File: src/rtl/dhz_pkg.sv
// shared types, constants, divider steps and min3 for the dehaze pixel recovery core
package dhz_pkg;

  localparam int NUM_STAGES = 12;

  localparam logic [15:0] VEIL_GAIN_RST       = 16'd0;
  localparam logic [7:0]  AIR_LIGHT_RST       = 8'd255;
  localparam logic [7:0]  BLEND_THRESHOLD_RST = 8'd60;

  typedef enum logic [1:0] {
    REG_VEIL_GAIN       = 2'd0,
    REG_AIR_LIGHT       = 2'd1,
    REG_BLEND_THRESHOLD = 2'd2
  } reg_idx_t;

  // partial remainder and dividend/quotient shift word of an 8-bit restoring divider
  typedef struct packed {
    logic [7:0] rem;
    logic [7:0] dvd;
  } div_t;

  function automatic div_t div_step(div_t s, logic [7:0] den);
    logic [8:0] rem9;
    logic       qb;
    div_t       o;
    rem9 = {s.rem, s.dvd[7]};
    qb   = (rem9 >= {1'b0, den});
    if (qb) begin
      o.rem = 8'(rem9 - {1'b0, den});
    end else begin
      o.rem = rem9[7:0];
    end
    o.dvd = {s.dvd[6:0], qb};
    return o;
  endfunction

  function automatic div_t div_two(div_t s, logic [7:0] den);
    return div_step(div_step(s, den), den);
  endfunction

  function automatic logic [7:0] min3(logic [7:0] a, logic [7:0] b, logic [7:0] c);
    logic [7:0] m;
    m = (b < a) ? b : a;
    return (c < m) ? c : m;
  endfunction

endpackage

File: src/rtl/dehaze_pixel_recovery_core.sv
// dehaze pixel recovery core: veil, haze inversion and dark-pixel blend, 12-stage pipeline
//
// pixel channel: pixel_valid / pixel_stall with in_red, in_green, in_blue, dark_value and
// mean_dark. an item is taken on a clock edge where pixel_valid is high and pixel_stall low.
// result channel: result_valid / result_stall with out_red, out_green, out_blue, one result
// per pixel, in order.
// config channel: cfg_valid / cfg_ready with cfg_index (0 veil_gain, 1 air_light,
// 2 blend_threshold) and cfg_data; cfg_ready is always high, other indexes are ignored.
// write registers only while the pipeline is empty.
// a pixel passes through stages 1 to 12 before result_valid rises for it; one pixel per cycle
// is sustained while result_stall stays low.
// the stages hold two 8-bit restoring dividers (haze inversion by |A - veil| and blend by
// the threshold), each retiring two quotient bits per stage, plus veil, min and multiply stages.
// a stalled result holds in the output register; upstream stages keep advancing into empty
// slots, so pixel_stall rises only once every stage holds an item.
// synchronous reset empties the pipeline and loads veil_gain 0, air_light 255,
// blend_threshold 60.
module dehaze_pixel_recovery_core
  import dhz_pkg::*;
(
  input  logic        clk,
  input  logic        rst,
  input  logic        pixel_valid,
  output logic        pixel_stall,
  input  logic [7:0]  in_red,
  input  logic [7:0]  in_green,
  input  logic [7:0]  in_blue,
  input  logic [7:0]  dark_value,
  input  logic [7:0]  mean_dark,
  output logic        result_valid,
  input  logic        result_stall,
  output logic [7:0]  out_red,
  output logic [7:0]  out_green,
  output logic [7:0]  out_blue,
  input  logic        cfg_valid,
  output logic        cfg_ready,
  input  logic [1:0]  cfg_index,
  input  logic [15:0] cfg_data
);

  logic [15:0] veil_gain;
  logic [7:0]  air_light;
  logic [7:0]  blend_threshold;

  logic [NUM_STAGES:1] vld;
  logic [NUM_STAGES:1] adv;

  // configuration
  assign cfg_ready = 1'b1;

  always_ff @(posedge clk) begin
    if (rst) begin
      veil_gain       <= VEIL_GAIN_RST;
      air_light       <= AIR_LIGHT_RST;
      blend_threshold <= BLEND_THRESHOLD_RST;
    end else if (cfg_valid && cfg_ready) begin
      unique case (reg_idx_t'(cfg_index))
        REG_VEIL_GAIN:       veil_gain       <= cfg_data;
        REG_AIR_LIGHT:       air_light       <= cfg_data[7:0];
        REG_BLEND_THRESHOLD: blend_threshold <= cfg_data[7:0];
        default: ;
      endcase
    end
  end

  // stage advance: a stage moves when it is empty or the next one moves
  always_comb begin
    adv[NUM_STAGES] = !vld[NUM_STAGES] || !result_stall;
    for (int k = NUM_STAGES - 1; k >= 1; k--) begin
      adv[k] = !vld[k] || adv[k + 1];
    end
  end

  assign pixel_stall  = !adv[1];
  assign result_valid = vld[NUM_STAGES];

  always_ff @(posedge clk) begin
    if (rst) begin
      vld <= '0;
    end else begin
      if (adv[1]) begin
        vld[1] <= pixel_valid;
      end
      for (int k = 2; k <= NUM_STAGES; k++) begin
        if (adv[k]) begin
          vld[k] <= vld[k - 1];
        end
      end
    end
  end

  // stage 1: scaled mean
  logic [7:0]  s1_c [3];
  logic [7:0]  s1_d;
  logic [7:0]  s1_scaled;
  logic [23:0] gain_prod;

  assign gain_prod = {8'd0, veil_gain} * {16'd0, mean_dark};

  always_ff @(posedge clk) begin
    if (adv[1]) begin
      s1_c[0]   <= in_red;
      s1_c[1]   <= in_green;
      s1_c[2]   <= in_blue;
      s1_d      <= dark_value;
      s1_scaled <= gain_prod[23:16];
    end
  end

  // stage 2: veil, sign of the quotient, magnitude of numerator and denominator
  logic [7:0]  veil;
  logic        a_eq;
  logic        a_gt;
  logic [7:0]  den_c;
  logic [15:0] num_c  [3];
  logic        zero_c [3];
  logic        sat_c  [3];

  logic [7:0]  s2_c    [3];
  logic [15:0] s2_num  [3];
  logic        s2_zero [3];
  logic        s2_sat  [3];
  logic [7:0]  s2_den;

  always_comb begin
    logic       gt;
    logic       lt;
    logic [7:0] diff;
    veil  = (s1_scaled < s1_d) ? s1_scaled : s1_d;
    a_eq  = (air_light == veil);
    a_gt  = (air_light > veil);
    den_c = a_gt ? 8'(air_light - veil) : 8'(veil - air_light);
    for (int k = 0; k < 3; k++) begin
      gt        = (s1_c[k] > veil);
      lt        = (s1_c[k] < veil);
      diff      = gt ? 8'(s1_c[k] - veil) : 8'(veil - s1_c[k]);
      num_c[k]  = {8'd0, diff} * {8'd0, air_light};
      // equal air light and veil: hard step at the veil
      zero_c[k] = a_eq ? !gt : !((gt && a_gt) || (lt && !a_gt));
      sat_c[k]  = a_eq && gt;
    end
  end

  always_ff @(posedge clk) begin
    if (adv[2]) begin
      s2_den <= den_c;
      for (int k = 0; k < 3; k++) begin
        s2_c[k]    <= s1_c[k];
        s2_num[k]  <= num_c[k];
        s2_zero[k] <= zero_c[k];
        s2_sat[k]  <= sat_c[k];
      end
    end
  end

  // stages 3 to 6: recovery divider, two quotient bits per stage
  logic [7:0] s3_c [3], s4_c [3], s5_c [3], s6_c [3];
  div_t       s3_div [3], s4_div [3], s5_div [3], s6_div [3];
  logic       s3_zero [3], s4_zero [3], s5_zero [3], s6_zero [3];
  logic       s3_sat [3], s4_sat [3], s5_sat [3], s6_sat [3];
  logic [7:0] s3_den, s4_den, s5_den;

  always_ff @(posedge clk) begin
    div_t init;
    if (adv[3]) begin
      s3_den <= s2_den;
      for (int k = 0; k < 3; k++) begin
        init.rem   = s2_num[k][15:8];
        init.dvd   = s2_num[k][7:0];
        s3_div[k]  <= div_two(init, s2_den);
        s3_zero[k] <= s2_zero[k];
        // quotient above 255 saturates
        s3_sat[k]  <= s2_sat[k] || (s2_num[k][15:8] >= s2_den);
        s3_c[k]    <= s2_c[k];
      end
    end
  end

  always_ff @(posedge clk) begin
    if (adv[4]) begin
      s4_den <= s3_den;
      for (int k = 0; k < 3; k++) begin
        s4_div[k]  <= div_two(s3_div[k], s3_den);
        s4_zero[k] <= s3_zero[k];
        s4_sat[k]  <= s3_sat[k];
        s4_c[k]    <= s3_c[k];
      end
    end
  end

  always_ff @(posedge clk) begin
    if (adv[5]) begin
      s5_den <= s4_den;
      for (int k = 0; k < 3; k++) begin
        s5_div[k]  <= div_two(s4_div[k], s4_den);
        s5_zero[k] <= s4_zero[k];
        s5_sat[k]  <= s4_sat[k];
        s5_c[k]    <= s4_c[k];
      end
    end
  end

  always_ff @(posedge clk) begin
    if (adv[6]) begin
      for (int k = 0; k < 3; k++) begin
        s6_div[k]  <= div_two(s5_div[k], s5_den);
        s6_zero[k] <= s5_zero[k];
        s6_sat[k]  <= s5_sat[k];
        s6_c[k]    <= s5_c[k];
      end
    end
  end

  // stage 7: clamp, minimum of recovered channels, blend decision
  logic [7:0] rec_c [3];
  logic [7:0] rmin_c;

  logic [7:0] s7_c [3];
  logic [7:0] s7_r [3];
  logic [7:0] s7_m;
  logic [7:0] s7_tm;
  logic       s7_blend;

  always_comb begin
    for (int k = 0; k < 3; k++) begin
      if (s6_zero[k]) begin
        rec_c[k] = 8'd0;
      end else if (s6_sat[k]) begin
        rec_c[k] = 8'd255;
      end else begin
        rec_c[k] = s6_div[k].dvd;
      end
    end
    rmin_c = min3(rec_c[0], rec_c[1], rec_c[2]);
  end

  always_ff @(posedge clk) begin
    if (adv[7]) begin
      s7_m     <= rmin_c;
      s7_tm    <= 8'(blend_threshold - rmin_c);
      s7_blend <= (rmin_c < blend_threshold);
      for (int k = 0; k < 3; k++) begin
        s7_c[k] <= s6_c[k];
        s7_r[k] <= rec_c[k];
      end
    end
  end

  // stage 8: blend numerator c*(T-m) + r*m
  logic [15:0] s8_num [3];
  logic [7:0]  s8_r   [3];
  logic        s8_blend;

  always_ff @(posedge clk) begin
    logic [15:0] pc;
    logic [15:0] pr;
    if (adv[8]) begin
      s8_blend <= s7_blend;
      for (int k = 0; k < 3; k++) begin
        pc        = {8'd0, s7_c[k]} * {8'd0, s7_tm};
        pr        = {8'd0, s7_r[k]} * {8'd0, s7_m};
        s8_num[k] <= pc + pr;
        s8_r[k]   <= s7_r[k];
      end
    end
  end

  // stages 9 to 12: blend divider by the threshold
  div_t       s9_div [3], s10_div [3], s11_div [3];
  logic [7:0] s9_r [3], s10_r [3], s11_r [3];
  logic       s9_blend, s10_blend, s11_blend;
  logic [7:0] res [3];

  always_ff @(posedge clk) begin
    div_t init;
    if (adv[9]) begin
      s9_blend <= s8_blend;
      for (int k = 0; k < 3; k++) begin
        init.rem  = s8_num[k][15:8];
        init.dvd  = s8_num[k][7:0];
        s9_div[k] <= div_two(init, blend_threshold);
        s9_r[k]   <= s8_r[k];
      end
    end
  end

  always_ff @(posedge clk) begin
    if (adv[10]) begin
      s10_blend <= s9_blend;
      for (int k = 0; k < 3; k++) begin
        s10_div[k] <= div_two(s9_div[k], blend_threshold);
        s10_r[k]   <= s9_r[k];
      end
    end
  end

  always_ff @(posedge clk) begin
    if (adv[11]) begin
      s11_blend <= s10_blend;
      for (int k = 0; k < 3; k++) begin
        s11_div[k] <= div_two(s10_div[k], blend_threshold);
        s11_r[k]   <= s10_r[k];
      end
    end
  end

  always_ff @(posedge clk) begin
    div_t fin;
    if (adv[12]) begin
      for (int k = 0; k < 3; k++) begin
        fin    = div_two(s11_div[k], blend_threshold);
        res[k] <= s11_blend ? fin.dvd : s11_r[k];
      end
    end
  end

  assign out_red   = res[0];
  assign out_green = res[1];
  assign out_blue  = res[2];

`ifndef NO_ASSERTIONS
  // reset empties every stage
  a_reset_empty: assert property (@(posedge clk) rst |=> (vld == '0))
    else $error("pipeline not empty after reset");

  // the input only stalls when every stage is full and the output is held
  a_stall_full: assert property (@(posedge clk) disable iff (rst)
    pixel_stall |-> ((&vld) && result_stall))
    else $error("input stalled with room in the pipeline");

  // recovery divider remainder stays below the divisor unless the result is forced
  a_rec_rem: assert property (@(posedge clk) disable iff (rst)
    vld[3] |-> ((s3_zero[0] || s3_sat[0] || (s3_div[0].rem < s3_den)) &&
                (s3_zero[1] || s3_sat[1] || (s3_div[1].rem < s3_den)) &&
                (s3_zero[2] || s3_sat[2] || (s3_div[2].rem < s3_den))))
    else $error("recovery divider remainder out of range");

  // blend quotient fits eight bits
  a_blend_rem: assert property (@(posedge clk) disable iff (rst)
    (vld[9] && s9_blend) |-> ((s9_div[0].rem < blend_threshold) &&
                              (s9_div[1].rem < blend_threshold) &&
                              (s9_div[2].rem < blend_threshold)))
    else $error("blend divider remainder out of range");
`endif

endmodule

File: config.mk
export PLATFORM = sky130hd
export DESIGN_NAME = dehaze_pixel_recovery_core
export DESIGN_NICKNAME = d
export VERILOG_FILES = /design/src/rtl/dhz_pkg.sv /design/src/rtl/dehaze_pixel_recovery_core.sv
export SDC_FILE = /design/constraint.sdc
export NUM_CORES = 2
export LEC_CHECK = 0
export ABC_AREA = 1
export BUFFER_PORTS_ARGS = -buffer_cell sky130_fd_sc_hd__buf_4
export CAP_MARGIN = 20
export CORE_MARGIN = 5
export CORE_UTILIZATION = 50
export CTS_CLUSTER_SIZE = 25
export DETAILED_ROUTE_END_ITERATION = 10
export PLACE_DENSITY = 0.66
export SLEW_MARGIN = 20
export SYNTH_ARGS = -nofsm -noshare
export SYNTH_HDL_FRONTEND = slang
export SYNTH_SLANG_ARGS = --single-unit
File: constraint.sdc
create_clock -name clk -period 14.87 [get_ports clk]
set_input_delay 1.487 -clock clk [delete_from_list [all_inputs] [get_ports clk]]
set_output_delay 1.487 -clock clk [all_outputs]
set_load 0.03 [all_outputs]
# Yosys cells after proc, flatten, opt, wreduce, memory -nomap -nowiden
# Memories as Yosys holds them, arrays and structs flattened.
# Cells that the tools add are included.
# word_totals
regBits	113
ramBits	774
input_bits	63
out_inout_bits	27
mem_count	32
# op_classes
addsub	57
multipliers	10
magnitude_cmp	62
n_eq_ne	3
mux	133
reduce_logical	52
# memory_table
memory	words	word_bits	read_ports	rd_clocked_by_memory_dff	write_ports	line	rtl
s10_div	3	16	3	0	3	dehaze_pixel_recovery_core.sv:269	div_t s9_div [3], s10_div [3], s11_div [3];
s11_div	3	16	3	0	3	dehaze_pixel_recovery_core.sv:269	
s2_num	3	16	3	0	3	dehaze_pixel_recovery_core.sv:120	logic [15:0] s2_num [3];
s3_div	3	16	3	0	3	dehaze_pixel_recovery_core.sv:158	div_t s3_div [3], s4_div [3], s5_div [3], s6_div [3];
s4_div	3	16	3	0	3	dehaze_pixel_recovery_core.sv:158	
s5_div	3	16	3	0	3	dehaze_pixel_recovery_core.sv:158	
26 more memories	-	-	-	-	-	-	
# ops
cell	count
8-bit 2-to-1 mux	106
9-bit by 8-bit >= comparator with 1-bit output	48
8-bit subtractor	54
8-bit by 8-bit multiplier with 16-bit output	9
8-bit less-than comparator	7
16-bit adder	3
8-bit > comparator	4
1-bit 2-to-1 mux	27
8-bit >= comparator	3
16-bit by 8-bit multiplier with 24-bit output	1
1-bit logical NOT	21
1-bit logical OR	18
1-bit logical AND	9
8-bit == test	1
2-bit AND reduction	3
2-bit by 1-bit == test with 1-bit output, second input constant	1
2-bit == test, second input constant	1
2-bit logical NOT	1

# Depth between registers and ports, before layout
# depth
depth_word	15
ltp_mapped	42
mapped_depth_nobuf	41

# Worst setup path after synthesis
# No wires, ideal clock.
# synth_path
path_kind	input to output
start	input result_stall
end	output pixel_stall
arrival_ns	8.463
path_slack_ns	4.920
stages	16
n_path_buf	0
cell_sequence	nand2_1 > nor2_2 > inv_2 > nor2_2 > inv_2 > nor2_2 > inv_2 > nor2_4 > nand2_2 > nor2_4 > nand2_4 > nor2_4 > nand2_2 > nor2_4 > nand2_2 > inv_2
# synth_between
elab_chain_cells	14
# synth_lines
element	line	rtl
start: declaration	dehaze_pixel_recovery_core.sv:31	input logic result_stall,
1-bit logical NOT	dehaze_pixel_recovery_core.sv:68	adv[NUM_STAGES] = !vld[NUM_STAGES] || !result_stall;
1-bit logical OR	dehaze_pixel_recovery_core.sv:68	
1-bit logical OR	dehaze_pixel_recovery_core.sv:70	adv[k] = !vld[k] || adv[k + 1];
net adv (one bit)	dehaze_pixel_recovery_core.sv:46	logic [NUM_STAGES:1] adv;
1-bit logical OR	dehaze_pixel_recovery_core.sv:70	
net adv (one bit)	dehaze_pixel_recovery_core.sv:46	
1-bit logical OR	dehaze_pixel_recovery_core.sv:70	
net adv (one bit)	dehaze_pixel_recovery_core.sv:46	
1-bit logical OR (2 in series)	dehaze_pixel_recovery_core.sv:70	
net adv (one bit)	dehaze_pixel_recovery_core.sv:46	
1-bit logical OR (2 in series)	dehaze_pixel_recovery_core.sv:70	
net adv (one bit)	dehaze_pixel_recovery_core.sv:46	
1-bit logical OR (2 in series)	dehaze_pixel_recovery_core.sv:70	
net adv (one bit)	dehaze_pixel_recovery_core.sv:46	
1-bit logical OR (2 in series)	dehaze_pixel_recovery_core.sv:70	
1-bit logical NOT	dehaze_pixel_recovery_core.sv:74	assign pixel_stall = !adv[1];
end: declaration	dehaze_pixel_recovery_core.sv:24	output logic pixel_stall,
# The timed path passes the listed nets, and every way through them passes these cells.

==> flow_metrics.tcl <==
set metrics [dict create \
    timing.fmax_ghz 0.1127 \
    worst_setup_path_start_kind "flop" \
    wirelength_microns 168600 \
    outcome "finished, final reports clean" \
    cp.required_ns 15.29 \
    synth_top_cell_by_area "edfxtp_1" \
    wire_per_inst_microns 17.54 \
    syn_area_sq_um 71380 \
    fin_skew_ns 0.04439 \
    fillers 12540 \
    placeableCoreArea_sq_um 141800 \
    postSynthAreaPerCell_sq_um 9.413 \
    rr_worst_depth 38 \
    hp-class "reg -> reg" \
    grt_start_max_net_pins 73 \
    first_pass_iters 6 \
    startpoint "s1_scaled[1]" \
    initial_core_util_pct 50.35 \
    setup_viol 0 \
    slowest_delay_ns 0.88 \
    grt_pass1_wl_microns 270400 \
    cap_violations 0 \
    die_h_microns 387.8 \
    cts_root_buf "clkbuf_16" \
    dp_hpwl_microns 132800 \
    register_area_sq_um 25470 \
    ys_top_cells_by_area "edfxtp_1 34%, fa_1 15%, ha_1 15%" \
    drt_iter0_drc 2876 \
    top_layer "met5" \
    relSlewSlack_pct 28.95 \
    rows 138 \
    htree_levels 3 \
    path_clk_slew_ns 0.06 \
    placed_area_sq_um 74000 \
    cts_tree "done" \
    rsz0062_at_grt "false" \
    drc 0 \
    wl_met3_microns 6999 \
    synth-seq-area-share_pct 35.69 \
    hold_viol 0 \
    r2r_end "s2_num[0][47]" \
    cts_sinks 863 \
    synth_edf_count 819 \
    nets 9068 \
    ys_warn_count 0 \
    worst_slew_pin_slew_ns 1.066 \
    finish.instance_area_sq_um 77360 \
    ys.flop_type "edfxtp_1" \
    grt_overflow 0 \
    worstPathArrival_ns 9.29 \
    synth.distinct_cells 66 \
    critPathCaptureType "flop" \
    holdWs_ns 0.3883 \
    async_flop_share_pct 0 \
    finalCritPeriodShare_pct 59.66 \
    cts_hold_buf 0 \
    syn_to_final_growth_pct 8.383 \
    drive_gt1_share_pct 5.478 \
    endpoint "s2_num[0][47]" \
    numCtsBuffers 96 \
    fin_crit_ns 8.871 \
    io_buffers 88 \
    drv_slew 0 \
    path_class "reg -> reg" \
    cpMaxStageDelayCell "o21ai_0" \
    vias 50710 \
    fin_setup_tns_ns 0 \
    multi_input_area_sq_um 39620 \
    syn-num-nets 9011 \
    dieArea_sq_um 150400 \
    grt_pass1_vias 51370 \
    netlist_instances 7583 \
    final_antenna_net_count 0 \
    r2r_setup_slack_ns 6.00 \
    insertion_delay_ns 0.72 \
    postCtsSetupRepairBufs 0 \
    io_pins 90 \
    worstPathMaxFanout 16 \
    gp_congestion 0.9167 \
    wl_met1_microns 69280 \
    cts.repair.resized 0 \
    cts_buffer_depth 3 \
    dr_wl_met2_microns 85290 \
    antenna_found_initial 3 \
    worstReg2RegStart "s1_scaled[1]" \
    track_usage_pct 22.43 \
    viasPerCell 5.275 \
    synth_top_area_share_pct 34.46 \
    die_w_microns 387.8 \
    ys_seq_elements 863 \
]
[cells by family (layout without fill, tap and decap cells)]
kind of cell	Yosys count	count (layout)	share of synthesized area [%]
flops	863	863	35.69
buf+inv	1637	1776	8.838
fa+ha+maj	1365	1365	29.50
simple gates	2286	2286	13.15
mux	11	11	0.1630
xor+xnor	347	347	4.332
other cells	1	2	0.005254
compound gates	1073	1073	8.316
[critical path: cells and delay by family (launching register included)]
family / cells / cell delay, ns
adders and majority gates: 7 / 3.01
AOI/OAI and AO/OA: 14 / 2.85
and+or+nand+nor: 10 / 1.13
xor gates and xnor gates: 2 / 0.73
buffers and inverters: 5 / 0.45
DFF: 1 / 0.41
[through the flow]
| step | utilization [%] | std cells | setup slack [ns] |
|---|---|---|---|
| finish | 54.57 | 9613 | 5.999 |
| CTS | 54.57 | 9612 | 5.886 |
| global route | 54.57 | 9612 | 5.069 |
| floorplan | - | 7583 | 4.920 |
| detailed placement | 52.20 | 9432 | 5.931 |
| global placement | 52.20 | 9432 | 5.921 |
[layer usage]
metal,global-route usage (%),vias up
li1,-,24710
met1,27.75,24440
met2,40.20,1214
met3,2.689,351
met4,8.495,2
met5,0,-
[area by class of cell]
cell class | instances | share of cell area, %
multi-input cells | 5083 | 51.21
flip-flops and latches | 863 | 32.93
inverters | 1451 | 7.052
clock buffers | 120 | 3.384
well taps | 1890 | 3.057
repair buffers | 145 | 1.407
clock inverters | 60 | 0.9526
diodes | 1 | 0.003235
[sequential cells by signal, indices dropped and copies added (netlist names), 48 cells and up]
| name | count |
|---|---|
| s3_div | 48 |
| s4_div | 48 |
| s5_div | 48 |
| s2_num | 48 |
| s11_div | 48 |
| s10_div | 48 |
| s8_num | 48 |
| s9_div | 48 |
[placed cells by master, fill, tap and decap left out, types with 16 or more instances in the layout]
cell	Yosys	routed
nand2_1	1489	1489
inv_1	1430	1425
ha_1	835	835
edfxtp_1	819	819
fa_1	530	530
nor2_1	451	451
a21oi_1	416	416
o21ai_0	405	405
xor2_1	231	231
buf_4	15	145
nand3_1	117	117
xnor2_1	109	109
clkbuf_16	0	100
nand4_1	83	83
o21ai_1	52	52
dfxtp_1	44	44
nor3_1	35	33
o21bai_1	33	33
o211ai_1	29	29
a211oi_1	26	25
o21a_1	22	22
clkinv_2	1	21
a21o_1	20	20
nand2_2	19	18
a31oi_1	18	18
or2_2	17	17
inv_2	13	16
clkbuf_1	130	16
[synth_stat cells, drive strengths merged, types with 2 or more instances]
master / number
nand2: 1514
inv: 1445
ha: 835
edfxtp: 819
fa: 530
nor2: 469
o21ai: 463
a21oi: 417
xor2: 238
clkbuf: 147
nand3: 123
xnor2: 109
nand4: 83
dfxtp: 44
buf: 39
nor3: 38
o21bai: 33
o211ai: 30
a211oi: 27
o21a: 22
a21o: 20
or2: 20
a31oi: 18
nand3b: 15
o221ai: 11
o31ai: 9
and2: 8
a21boi: 6
clkinv: 6
mux2i: 6
or4: 6
mux2: 5
nor4: 5
a221oi: 4
o311ai: 4
o2111ai: 3
or3: 3
a41oi: 2
[worst min path at each step]
stage | startpoint | endpoint | slack (ns) | cells after the start
after global placement | s10_r[0][12] | s11_r[0][12] | 0.40 | 0
after global routing | s2_c[0][14] | s3_c[0][14] | 0.41 | 0
after CTS | s4_c[0][23] | s5_c[0][23] | 0.39 | 0
after floorplan | s9_blend | s10_blend | 0.40 | 0
final | s4_c[0][23] | s5_c[0][23] | 0.39 | 0
after detailed placement | s9_blend | s10_blend | 0.40 | 0
Power is not shown: default switching activity piles up to over one toggle a cycle in this logic, so the estimate is an artifact.
